`src/ipv6ehs_pkg.sv`:
```
`timescale 1ns / 1ps

package ipv6ehs_pkg;

  // Status codes of a result beat
  localparam logic [1:0] ST_FOUND = 2'd0;
  localparam logic [1:0] ST_NONE  = 2'd1;
  localparam logic [1:0] ST_TRUNC = 2'd2;
  localparam logic [1:0] ST_ESP   = 2'd3;

  // Next-header protocol numbers
  localparam logic [7:0] NH_HOPOPT   = 8'd0;
  localparam logic [7:0] NH_ROUTING  = 8'd43;
  localparam logic [7:0] NH_FRAGMENT = 8'd44;
  localparam logic [7:0] NH_ESP      = 8'd50;
  localparam logic [7:0] NH_AUTH     = 8'd51;
  localparam logic [7:0] NH_NONE     = 8'd59;
  localparam logic [7:0] NH_DSTOPTS  = 8'd60;

  localparam int unsigned REM_BITS = 11;

  typedef struct packed {
    logic       first;
    logic [7:0] initial_next;
    logic       byte_valid;
    logic [7:0] data_byte;
    logic       last;
  } in_item_t;

  typedef struct packed {
    logic [1:0]  status;
    logic [7:0]  protocol;
    logic [15:0] offset;
  } out_item_t;

  typedef struct packed {
    logic       decided;
    logic [1:0] status;
  } verdict_t;

  function automatic logic is_skippable(logic [7:0] nh);
    return (nh == NH_HOPOPT) || (nh == NH_ROUTING) || (nh == NH_FRAGMENT) ||
           (nh == NH_AUTH) || (nh == NH_DSTOPTS);
  endfunction

  // Verdict on a header type met at the start of a header
  function automatic verdict_t examine(logic [7:0] nh);
    verdict_t v;
    v.decided = 1'b0;
    v.status  = ST_FOUND;
    if (!is_skippable(nh)) begin
      v.decided = 1'b1;
      if (nh == NH_NONE) begin
        v.status = ST_NONE;
      end else if (nh == NH_ESP) begin
        v.status = ST_ESP;
      end
    end
    return v;
  endfunction

endpackage

```
`src/ipv6ehs_in_stage.sv`:
```
`timescale 1ns / 1ps

module ipv6ehs_in_stage (
  input  logic                 clk_i,
  input  logic                 rst_ni,
  input  logic                 in_valid_i,
  output logic                 in_stall_o,
  input  ipv6ehs_pkg::in_item_t in_data_i,
  input  logic                 step_i,
  output logic                 item_vld_o,
  output ipv6ehs_pkg::in_item_t item_o
);
  import ipv6ehs_pkg::*;

  logic     vld_q, vld_d;
  in_item_t item_q;

  // Hold the beat while the walker cannot take it
  assign in_stall_o = vld_q && !step_i;
  assign vld_d      = in_stall_o ? vld_q : in_valid_i;

  always_ff @(posedge clk_i or negedge rst_ni) begin
    if (!rst_ni) begin
      vld_q <= 1'b0;
    end else begin
      vld_q <= vld_d;
    end
  end

  always_ff @(posedge clk_i) begin
    if (!in_stall_o && in_valid_i) begin
      item_q <= in_data_i;
    end
  end

  assign item_vld_o = vld_q;
  assign item_o     = item_q;

endmodule

```
`src/ipv6ehs_walker.sv`:
```
`timescale 1ns / 1ps

module ipv6ehs_walker #(
  parameter int unsigned OFFSET_BITS = 16
) (
  input  logic                  clk_i,
  input  logic                  rst_ni,
  input  logic                  step_i,
  input  ipv6ehs_pkg::in_item_t  item_i,
  output ipv6ehs_pkg::out_item_t result_o
);
  import ipv6ehs_pkg::*;

  typedef enum logic [1:0] {
    PH_START,
    PH_LEN,
    PH_BODY
  } phase_e;

  localparam logic [OFFSET_BITS-1:0] OFFSET_MAX = '1;

  phase_e                 phase_q, phase_d;
  logic [7:0]             cur_q, cur_d;
  logic [7:0]             pend_q, pend_d;
  logic [REM_BITS-1:0]    rem_q, rem_d;
  logic [OFFSET_BITS-1:0] cons_q, cons_d;
  logic                   dec_q, dec_d;
  logic [1:0]             dst_q, dst_d;
  verdict_t               vstart, vnext;

  assign vstart = examine(item_i.initial_next);
  // The body phase is never reached on a first beat, so the held byte is current
  assign vnext  = examine(pend_q);

  always_comb begin
    phase_d = phase_q;
    cur_d   = cur_q;
    pend_d  = pend_q;
    rem_d   = rem_q;
    cons_d  = cons_q;
    dec_d   = dec_q;
    dst_d   = dst_q;

    // A first beat restarts the walk before its byte is taken
    if (item_i.first) begin
      phase_d = PH_START;
      cur_d   = item_i.initial_next;
      pend_d  = 8'd0;
      rem_d   = '0;
      cons_d  = '0;
      dec_d   = vstart.decided;
      dst_d   = vstart.status;
    end

    if (item_i.byte_valid && !dec_d) begin
      if (cons_d != OFFSET_MAX) begin
        cons_d = cons_d + 1'b1;
      end
      unique case (phase_d)
        PH_START: begin
          pend_d  = item_i.data_byte;
          phase_d = PH_LEN;
        end
        PH_LEN: begin
          // (len + 1) * 8 minus the two bytes already taken
          rem_d   = {item_i.data_byte, 3'b110};
          phase_d = PH_BODY;
        end
        default: begin
          if (rem_d != '0) begin
            rem_d = rem_d - 1'b1;
          end
          if (rem_d == '0) begin
            cur_d   = pend_d;
            phase_d = PH_START;
            dec_d   = vnext.decided;
            dst_d   = vnext.status;
          end
        end
      endcase
    end
  end

  always_comb begin
    result_o = '0;
    if (dec_d && (dst_d == ST_FOUND)) begin
      result_o.status   = ST_FOUND;
      result_o.protocol = cur_d;
      result_o.offset   = 16'(cons_d);
    end else begin
      result_o.status = dec_d ? dst_d : ST_TRUNC;
    end
  end

  always_ff @(posedge clk_i or negedge rst_ni) begin
    if (!rst_ni) begin
      phase_q <= PH_START;
      cur_q   <= 8'd0;
      pend_q  <= 8'd0;
      rem_q   <= '0;
      cons_q  <= '0;
      dec_q   <= 1'b0;
      dst_q   <= ST_FOUND;
    end else if (step_i) begin
      phase_q <= phase_d;
      cur_q   <= cur_d;
      pend_q  <= pend_d;
      rem_q   <= rem_d;
      cons_q  <= cons_d;
      dec_q   <= dec_d;
      dst_q   <= dst_d;
    end
  end

endmodule

```
`src/ipv6ehs_out_stage.sv`:
```
`timescale 1ns / 1ps

module ipv6ehs_out_stage (
  input  logic                  clk_i,
  input  logic                  rst_ni,
  input  logic                  load_i,
  input  ipv6ehs_pkg::out_item_t result_i,
  output logic                  free_o,
  output logic                  out_valid_o,
  input  logic                  out_stall_i,
  output ipv6ehs_pkg::out_item_t out_data_o
);
  import ipv6ehs_pkg::*;

  logic      vld_q, vld_d;
  out_item_t data_q;

  // Register can take a new result when empty or being drained
  assign free_o = !vld_q || !out_stall_i;

  always_comb begin
    vld_d = vld_q;
    if (load_i) begin
      vld_d = 1'b1;
    end else if (!out_stall_i) begin
      vld_d = 1'b0;
    end
  end

  always_ff @(posedge clk_i or negedge rst_ni) begin
    if (!rst_ni) begin
      vld_q <= 1'b0;
    end else begin
      vld_q <= vld_d;
    end
  end

  always_ff @(posedge clk_i) begin
    if (load_i) begin
      data_q <= result_i;
    end
  end

  assign out_valid_o = vld_q;
  assign out_data_o  = data_q;

endmodule

```
`src/ipv6_ext_header_skipper_unit.sv`:
```
`timescale 1ns / 1ps
// Channel | Handshake                  | Beat
// in      | in_valid_i / in_stall_o    | in_data_i  (first, initial_next, byte_valid, data_byte, last)
// out     | out_valid_o / out_stall_i  | out_data_o (status, protocol, offset)
//
// One beat per cycle sustained while the result register is not stalled; an accepted beat
// is held in the input register, then passes through the walker logic into the result register.
// Reset clears the walk state, which then acts as a region starting at hop-by-hop.
// Only beats marked last produce a result; the rest just advance the walk.
// A stalled result register holds the walker, which backs up into in_stall_o.

module ipv6_ext_header_skipper_unit #(
  parameter int unsigned OFFSET_BITS = 16
) (
  input  logic                  clk_i,
  input  logic                  rst_ni,
  input  logic                  in_valid_i,
  output logic                  in_stall_o,
  input  ipv6ehs_pkg::in_item_t  in_data_i,
  output logic                  out_valid_o,
  input  logic                  out_stall_i,
  output ipv6ehs_pkg::out_item_t out_data_o
);
  import ipv6ehs_pkg::*;

  logic      item_vld;
  in_item_t  item;
  out_item_t result;
  logic      out_free;
  logic      step;

  // Advance one beat when it is present and the result register has room
  assign step = item_vld && out_free;

  ipv6ehs_in_stage u_in_stage (
    .clk_i      (clk_i),
    .rst_ni     (rst_ni),
    .in_valid_i (in_valid_i),
    .in_stall_o (in_stall_o),
    .in_data_i  (in_data_i),
    .step_i     (step),
    .item_vld_o (item_vld),
    .item_o     (item)
  );

  ipv6ehs_walker #(
    .OFFSET_BITS (OFFSET_BITS)
  ) u_walker (
    .clk_i    (clk_i),
    .rst_ni   (rst_ni),
    .step_i   (step),
    .item_i   (item),
    .result_o (result)
  );

  ipv6ehs_out_stage u_out_stage (
    .clk_i       (clk_i),
    .rst_ni      (rst_ni),
    .load_i      (step && item.last),
    .result_i    (result),
    .free_o      (out_free),
    .out_valid_o (out_valid_o),
    .out_stall_i (out_stall_i),
    .out_data_o  (out_data_o)
  );

endmodule
```
`config.mk`:
```
export PLATFORM = sky130hd
export DESIGN_NAME = ipv6_ext_header_skipper_unit
export DESIGN_NICKNAME = d
export VERILOG_FILES = /design/src/ipv6ehs_pkg.sv /design/src/ipv6ehs_in_stage.sv /design/src/ipv6ehs_walker.sv /design/src/ipv6ehs_out_stage.sv /design/src/ipv6_ext_header_skipper_unit.sv
export SDC_FILE = /design/constraint.sdc
export NUM_CORES = 1
export LEC_CHECK = 0
export BUFFER_PORTS_ARGS = -buffer_cell sky130_fd_sc_hd__buf_2
export CAP_MARGIN = 40
export CORE_MARGIN = 2
export CORE_UTILIZATION = 33
export DETAILED_ROUTE_END_ITERATION = 10
export GPL_TIMING_DRIVEN = 1
export SYNTH_ARGS = -nofsm -noshare
export SYNTH_HDL_FRONTEND = slang
export SYNTH_SLANG_ARGS = --single-unit
export TNS_END_PERCENT = 20
```
`constraint.sdc`:
```
create_clock -name clk_i -period 6 [get_ports clk_i]
set_clock_uncertainty 0.15 [all_clocks]
set_input_delay 1.2 -clock clk_i [delete_from_list [all_inputs] [get_ports clk_i]]
set_output_delay 1.2 -clock clk_i [all_outputs]
set_load 0.02 [all_outputs]
```
==> impl_metrics.py, run 1 <==
metrics = {
    "floorplan": {
        "die_area_um2": 17460,
        "die_height_um": 132.1,
        "die_w_um": 132.1,
        "start_util": 0.3398,
        "core_region_area_um2": 15940,
        "io_pins": 51,
        "core.rowCount": 46,
    },
    "logic_synthesis": {
        "synth_top_family_by_area": "simple AND/OR/NAND/NOR gates",
        "synthMuxAreaShare": 0.05497,
        "netlist_area_um2": 5418,
        "synth_edf_count": 45,
        "ys_types": 72,
        "async_reset_ff_frac": 0.5263,
        "ys.warnings.count": 0,
        "synth_xor_area_frac": 0.03395,
        "ys_seq_elements": 95,
        "yosysSeqAreaShare": 0.4804,
        "synth_ff_type": "dfrtp_1",
        "synthAdderAreaFrac": 0.004619,
        "postSynthAreaPerCell_um2": 10.18,
        "synth_compound_area_frac": 0.1753,
        "synth_nets": 557,
        "synth-simple-area-share": 0.2025,
        "syn_inst": 532,
    },
    "global_route": {
        "gr-usage-all-layers": 0.1540,
        "grt_max_degree": 51,
        "antenna_found_initial": 0,
        "gr-total-overflow": 0,
        "grt_pass1_vias": 4020,
        "grt_pass1_wl_um": 21510,
    },
    "timing": {
        "period_minus_slack_ns": 4.279,
        "fin_setup_tns_ns": 0,
        "hold_viol": 0,
        "tightest_slew_ns": 0.8858,
        "maxSlewViolCount": 0,
        "min_period_over_period": 0.7131,
        "holdWs_ns": 0.3712,
        "grt_setup_unrepaired": "no",
        "relSlewSlack": 0.4032,
        "setup_violations": 0,
        "fmax_ghz": 0.2337,
    },
    "clock_network": {
        "clk_path_buf_depth": 2,
        "postCtsResizedCells": 0,
        "tritoncts": "done",
        "numCtsBuffers": 9,
        "clockRootBuffer": "clkbuf_16",
        "post-cts-setup-buffers": 0,
        "cts_htree_levels": 3,
        "clkLatencyLatePin_ns": 0.34,
        "ctsHoldBuffers": 0,
        "clk_pin_slew_ns": 0.07,
        "cts_sinks": 95,
    },
    "critical_path": {
        "cpLargestDelayFamily": "simple AND/OR/NAND/NOR gates",
        "worst_setup_path_end_kind": "flip-flop",
        "slowest_delay_ns": 0.65,
        "worst-path-buf-inv": 2,
        "cp_data_arrival_time_ns": 4.29,
        "critPathKind": "reg2reg",
        "crit_path_start_kind": "flip-flop",
        "worstPathRequired_ns": 6.01,
        "cp_cell_sequence": "buf_4 -> clkinv_1 -> nand2_1 -> ha_1 -> nor4b_2 -> a32oi_1 -> o31a_1 -> a211o_1 -> or4_4 -> mux2_4 -> a2111oi_4",
        "slowest_stage": "or4_4",
        "critPathMaxFanout": 26,
    },
    "power": {
        "leakage_nw": 2.286,
        "vdd_ir_drop_max_mv": 0.1477,
        "cellPowerDensity_nw_per_um2": 283.1,
    },
    "route": {
        "wl_per_cell_um": 16.80,
        "drc": 0,
        "vias_per_cell": 5.426,
        "drtIter0Drc": 433,
        "final_antenna_net_count": 0,
        "firstDrtPassIters": 5,
        "routed_wl_um": 13170,
        "num_vias": 4254,
    },
    "cells_and_area": {
        "finish.utilization": 0.3835,
        "drive_gt1_frac": 0.1778,
        "fin_nets": 588,
        "syn2layout_area_growth_pct": 12.84,
        "num_antenna_cells": 0,
        "fin_area_um2": 6113,
    },
    "place": {
        "placedInstanceArea_um2": 5847,
        "io_buffer_count": 50,
        "hpwlAfterDp_um": 9267,
        "place.gp.congestion": 0.8452,
    },
    "min_path": {
        "hold_path_class": "reg2reg",
    },
    "flow_run": {
        "drv_cap": 0,
    },
    "run_status": {
        "status": "finished clean",
    },
}
## where the power goes
part	internal [mW]	switching, mW
combinational	0.155	0.241
clock	0.281	0.241
sequential	0.747	0.0649
total	1.18	0.547
## tightest hold or removal path, delay by kind of cell (launching register included)
| kind | cells | cell delay [ns] |
|---|---|---|
| DFF | 1 | 0.32 |
| and+or+nand+nor | 2 | 0.17 |
## cells in the mapped netlist (14+ instances only)
cell type,instances,area [µm²]
dfrtp_1,50,1251
nand2_1,49,183.9
edfxtp_1,45,1351
nor2_1,45,168.9
o21ai_0,40,200.2
clkbuf_1,29,108.9
nor3_1,29,145.1
mux2i_1,26,260.3
nand3_1,23,115.1
xnor2_1,15,131.4
inv_1,14,52.55
## worst paths after layout
path                       cells after the start                          to  slack [ns]                  start
max in group asynchronous                      2          u_walker.pend_q[2]        4.39                 rst_ni
min                                            2     u_out_stage.out_valid_o        0.37   u_in_stage.item_o[0]
min reg2reg                                    2     u_out_stage.out_valid_o        0.37   u_in_stage.item_o[0]
max                                           11  u_out_stage.out_data_o[23]        1.72  u_in_stage.item_o[18]
min in group asynchronous                      2       u_in_stage.item_vld_o        0.82                 rst_ni
max reg2reg                                   11  u_out_stage.out_data_o[23]        1.72  u_in_stage.item_o[18]
## routing by layer
layer	track usage	up-vias	wire [µm]
met2	0.2373	146	5956
met1	0.2190	2040	6339
met5	0	-	0
li1	-	2049	-
met3	0.02653	19	677
met4	0.05254	0	197
## stage by stage
step	power, mW	cells	worst slack [ns]
finish	1.731	784	1.721
global placement	1.212	765	1.771
detailed placement	1.220	768	1.748
CTS	1.749	784	1.728
floorplan	1.108	532	1.750
global route	1.826	784	1.414
## layout by cell type, fill, tap and decap left out, types with 14 or more instances in the layout
| cell type | count |
|---|---|
| nand3_1 | 23 |
| inv_1 | 14 |
| nand2_1 | 49 |
| o21ai_0 | 40 |
| nor3_1 | 29 |
| dfrtp_1 | 50 |
| edfxtp_1 | 45 |
| xnor2_1 | 15 |
| buf_2 | 51 |
| nor2_1 | 45 |
| mux2i_1 | 26 |
## layout make-up
type / count / area (µm²)
clock buffer: 11 / 232.7
clock inverter: 5 / 33.78
fill: 1578 / 9829
inverter: 15 / 56.30
multi-input combinational: 381 / 2560
sequential: 95 / 2603
tap: 216 / 270.3
timing repair buffer: 61 / 357.8
## cells by family (layout without fill, tap and decap cells)
group	Yosys count	in the layout
buffers and inverters	56	92
and+or+nand+nor	207	207
adders and majority gates	2	2
DFF	95	95
AOI/OAI and AO/OA	122	122
xor gates and xnor gates	21	21
muxes	29	29
## flip-flops by register name, summed over array words and instances (netlist names)
register / count
u_walker.dec_q: 1
u_out_stage.out_valid_o: 1
u_walker.pend_q: 8
u_walker.cons_q: 16
u_walker.phase_q: 2
u_out_stage.out_data_o: 26
u_walker.dst_q: 2
u_walker.cur_q: 8
u_in_stage.item_vld_o: 1
u_walker.rem_q: 11
u_in_stage.item_o: 19
(Power assumes the default switching activity.)
==> run 2, diff against run 1 <==
==> constraint.sdc (replaced) <==
create_clock -name clk_i -period 4 [get_ports clk_i]
set_clock_uncertainty 0.15 [all_clocks]
set_input_delay 0.8 -clock clk_i [delete_from_list [all_inputs] [get_ports clk_i]]
set_output_delay 0.8 -clock clk_i [all_outputs]
set_load 0.02 [all_outputs]
==> run 2 against run 1 <==
Compared with the run above:
- critical path depth is 3 lower
- first-iteration DRC count is 21% lower
- die area stayed put
- clock-buffer cell count is 1 lower
- flip-flop and latch count stayed put
- setup slack worse by 1.4 ns
- core utilization is 0.57 points higher
- critical endpoint is now u_walker.cur_q[4]
==> impl_metrics.py, run 2 (synthesized netlist as in run 1, its figures left out) <==
metrics = {
    "power": {
        "power_frac_clock": 0.310,
        "leakage_nw": 2.344,
        "vdd_ir_drop_max_mv": 0.2167,
        "seq_power_share": 0.453,
        "p_int_mw": 1.816,
        "cellPowerDensity_nw_per_um2": 431.7,
        "switching_power_uw": 862.4,
        "p_sw_frac": 0.3220,
        "pwr-share-comb": 0.238,
    },
    "clock_network": {
        "clk_path_buf_depth": 2,
        "cts_sinks": 95,
        "post-cts-setup-buffers": 0,
        "ctsHoldBuffers": 0,
        "tritoncts": "done",
        "cts_htree_levels": 3,
        "clkLatencyLatePin_ns": 0.35,
        "clockRootBuffer": "clkbuf_16",
        "postCtsResizedCells": 0,
        "clk_pin_slew_ns": 0.07,
        "numCtsBuffers": 9,
    },
    "floorplan": {
        "start_util": 0.3398,
        "die_area_um2": 17460,
        "die_height_um": 132.1,
        "io_pins": 51,
        "die_w_um": 132.1,
        "core_region_area_um2": 15940,
        "core.rowCount": 46,
    },
    "timing": {
        "fmax_ghz": 0.2722,
        "fin_setup_tns_ns": 0,
        "hold_viol": 0,
        "tightest_slew_ns": 0.8565,
        "setup_violations": 0,
        "min_period_over_period": 0.9184,
        "relSlewSlack": 0.4252,
        "grt_setup_unrepaired": "no",
        "holdWs_ns": 0.3409,
        "period_minus_slack_ns": 3.674,
        "maxSlewViolCount": 0,
    },
    "route": {
        "drc": 0,
        "routed_wl_um": 13550,
        "firstDrtPassIters": 5,
        "drtIter0Drc": 343,
        "wl_per_cell_um": 17.09,
        "final_antenna_net_count": 0,
        "num_vias": 4276,
        "vias_per_cell": 5.392,
    },
    "global_route": {
        "gr-total-overflow": 0,
        "grt_pass1_wl_um": 21990,
        "grt_max_degree": 35,
        "antenna_found_initial": 0,
        "gr-usage-all-layers": 0.1578,
        "grt_pass1_vias": 4030,
    },
    "cells_and_area": {
        "drive_gt1_frac": 0.1958,
        "mostFrequentLayoutCell": "buf_2",
        "syn2layout_area_growth_pct": 14.53,
        "fin_nets": 597,
        "fillers": 1564,
        "largest_register_ffs": 26,
        "num_antenna_cells": 0,
        "final_cell_mix": "buf_2, dfrtp_1, nand2_1, nor2_1, edfxtp_1",
        "finish.utilization": 0.3892,
    },
    "critical_path": {
        "worstPathRequired_ns": 4.07,
        "worst_setup_path_end_kind": "flip-flop",
        "critPathKind": "reg2reg",
        "cp_data_arrival_time_ns": 3.75,
        "crit_path_start_kind": "flip-flop",
        "critPathMaxFanout": 11,
        "ff2ff_setup_slack_ns": 0.33,
    },
    "place": {
        "io_buffer_count": 50,
        "place.gp.congestion": 0.8848,
        "hpwlAfterDp_um": 9620,
    },
    "flow_run": {
        "drv_cap": 0,
    },
    "min_path": {
        "hold_path_class": "in2async",
    },
    "run_status": {
        "status": "finished clean",
    },
}
run 2: area by class of cell:
class / instances / area, µm² / share of cell area
Clock buffer: 10 / 239.0 / 0.03852
Clock inverter: 6 / 41.29 / 0.006655
Inverter: 15 / 57.56 / 0.009276
Timing Repair Buffer: 70 / 425.4 / 0.06856
Sequential cell: 95 / 2603 / 0.4194
Multi-Input combinational cell: 381 / 2569 / 0.4140
Tap cell: 216 / 270.3 / 0.04356
run 2: path summary, 6_finish.rpt:
kind                                        start                 to  depth (start not counted)
max in group asynchronous                  rst_ni     u_walker.dec_q                          2
worst max register to register  u_walker.rem_q[0]  u_walker.cur_q[4]                          8
worst max-delay path            u_walker.rem_q[0]  u_walker.cur_q[4]                          8
worst min-delay path                       rst_ni  u_walker.rem_q[8]                          1
min in group clk_i              u_walker.dst_q[0]  u_walker.dst_q[0]                          2
worst min register to register  u_walker.dst_q[0]  u_walker.dst_q[0]                          2
run 2: critical path, stage by stage (launching register included):
cell and delay, ns:
dfrtp_1 0.50, or4_4 0.60, o31a_1 0.26, o31a_1 0.26, a211o_1 0.29, or4_4 0.55, buf_4 0.21, or2_0 0.36
o311ai_0 0.37
run 2: stage by stage:
| step | setup WS [ns] | total power [mW] | area (µm²) | std cells |
|---|---|---|---|---|
| 2_1_floorplan | 0.1208 | 1.667 | 5430 | 532 |
| 3_3_place_gp | 0.4523 | 1.849 | 5877 | 774 |
| 3_5_place_dp | 0.4008 | 1.858 | 5924 | 777 |
| 4_1_cts | 0.3638 | 2.699 | 6205 | 793 |
| 5_1_grt | 0.1473 | 2.811 | 6205 | 793 |
| 6_report | 0.3265 | 2.678 | 6205 | 793 |
run 2: power groups by stage:
stage / Sequential (mW) / Combinational [mW] / Clock, mW
6_report: 1.21 / 0.637 / 0.829
5_1_grt: 1.22 / 0.700 / 0.889
3_5_place_dp: 1.23 / 0.629 / 0
3_3_place_gp: 1.23 / 0.623 / 0
2_1_floorplan: 1.22 / 0.451 / 0
4_1_cts: 1.21 / 0.635 / 0.855
run 2: metal layers:
metal,wire [µm],track usage
met1,6678,0.2226
met5,0,0
met4,149,0.04771
met2,6103,0.2451
met3,622,0.03114
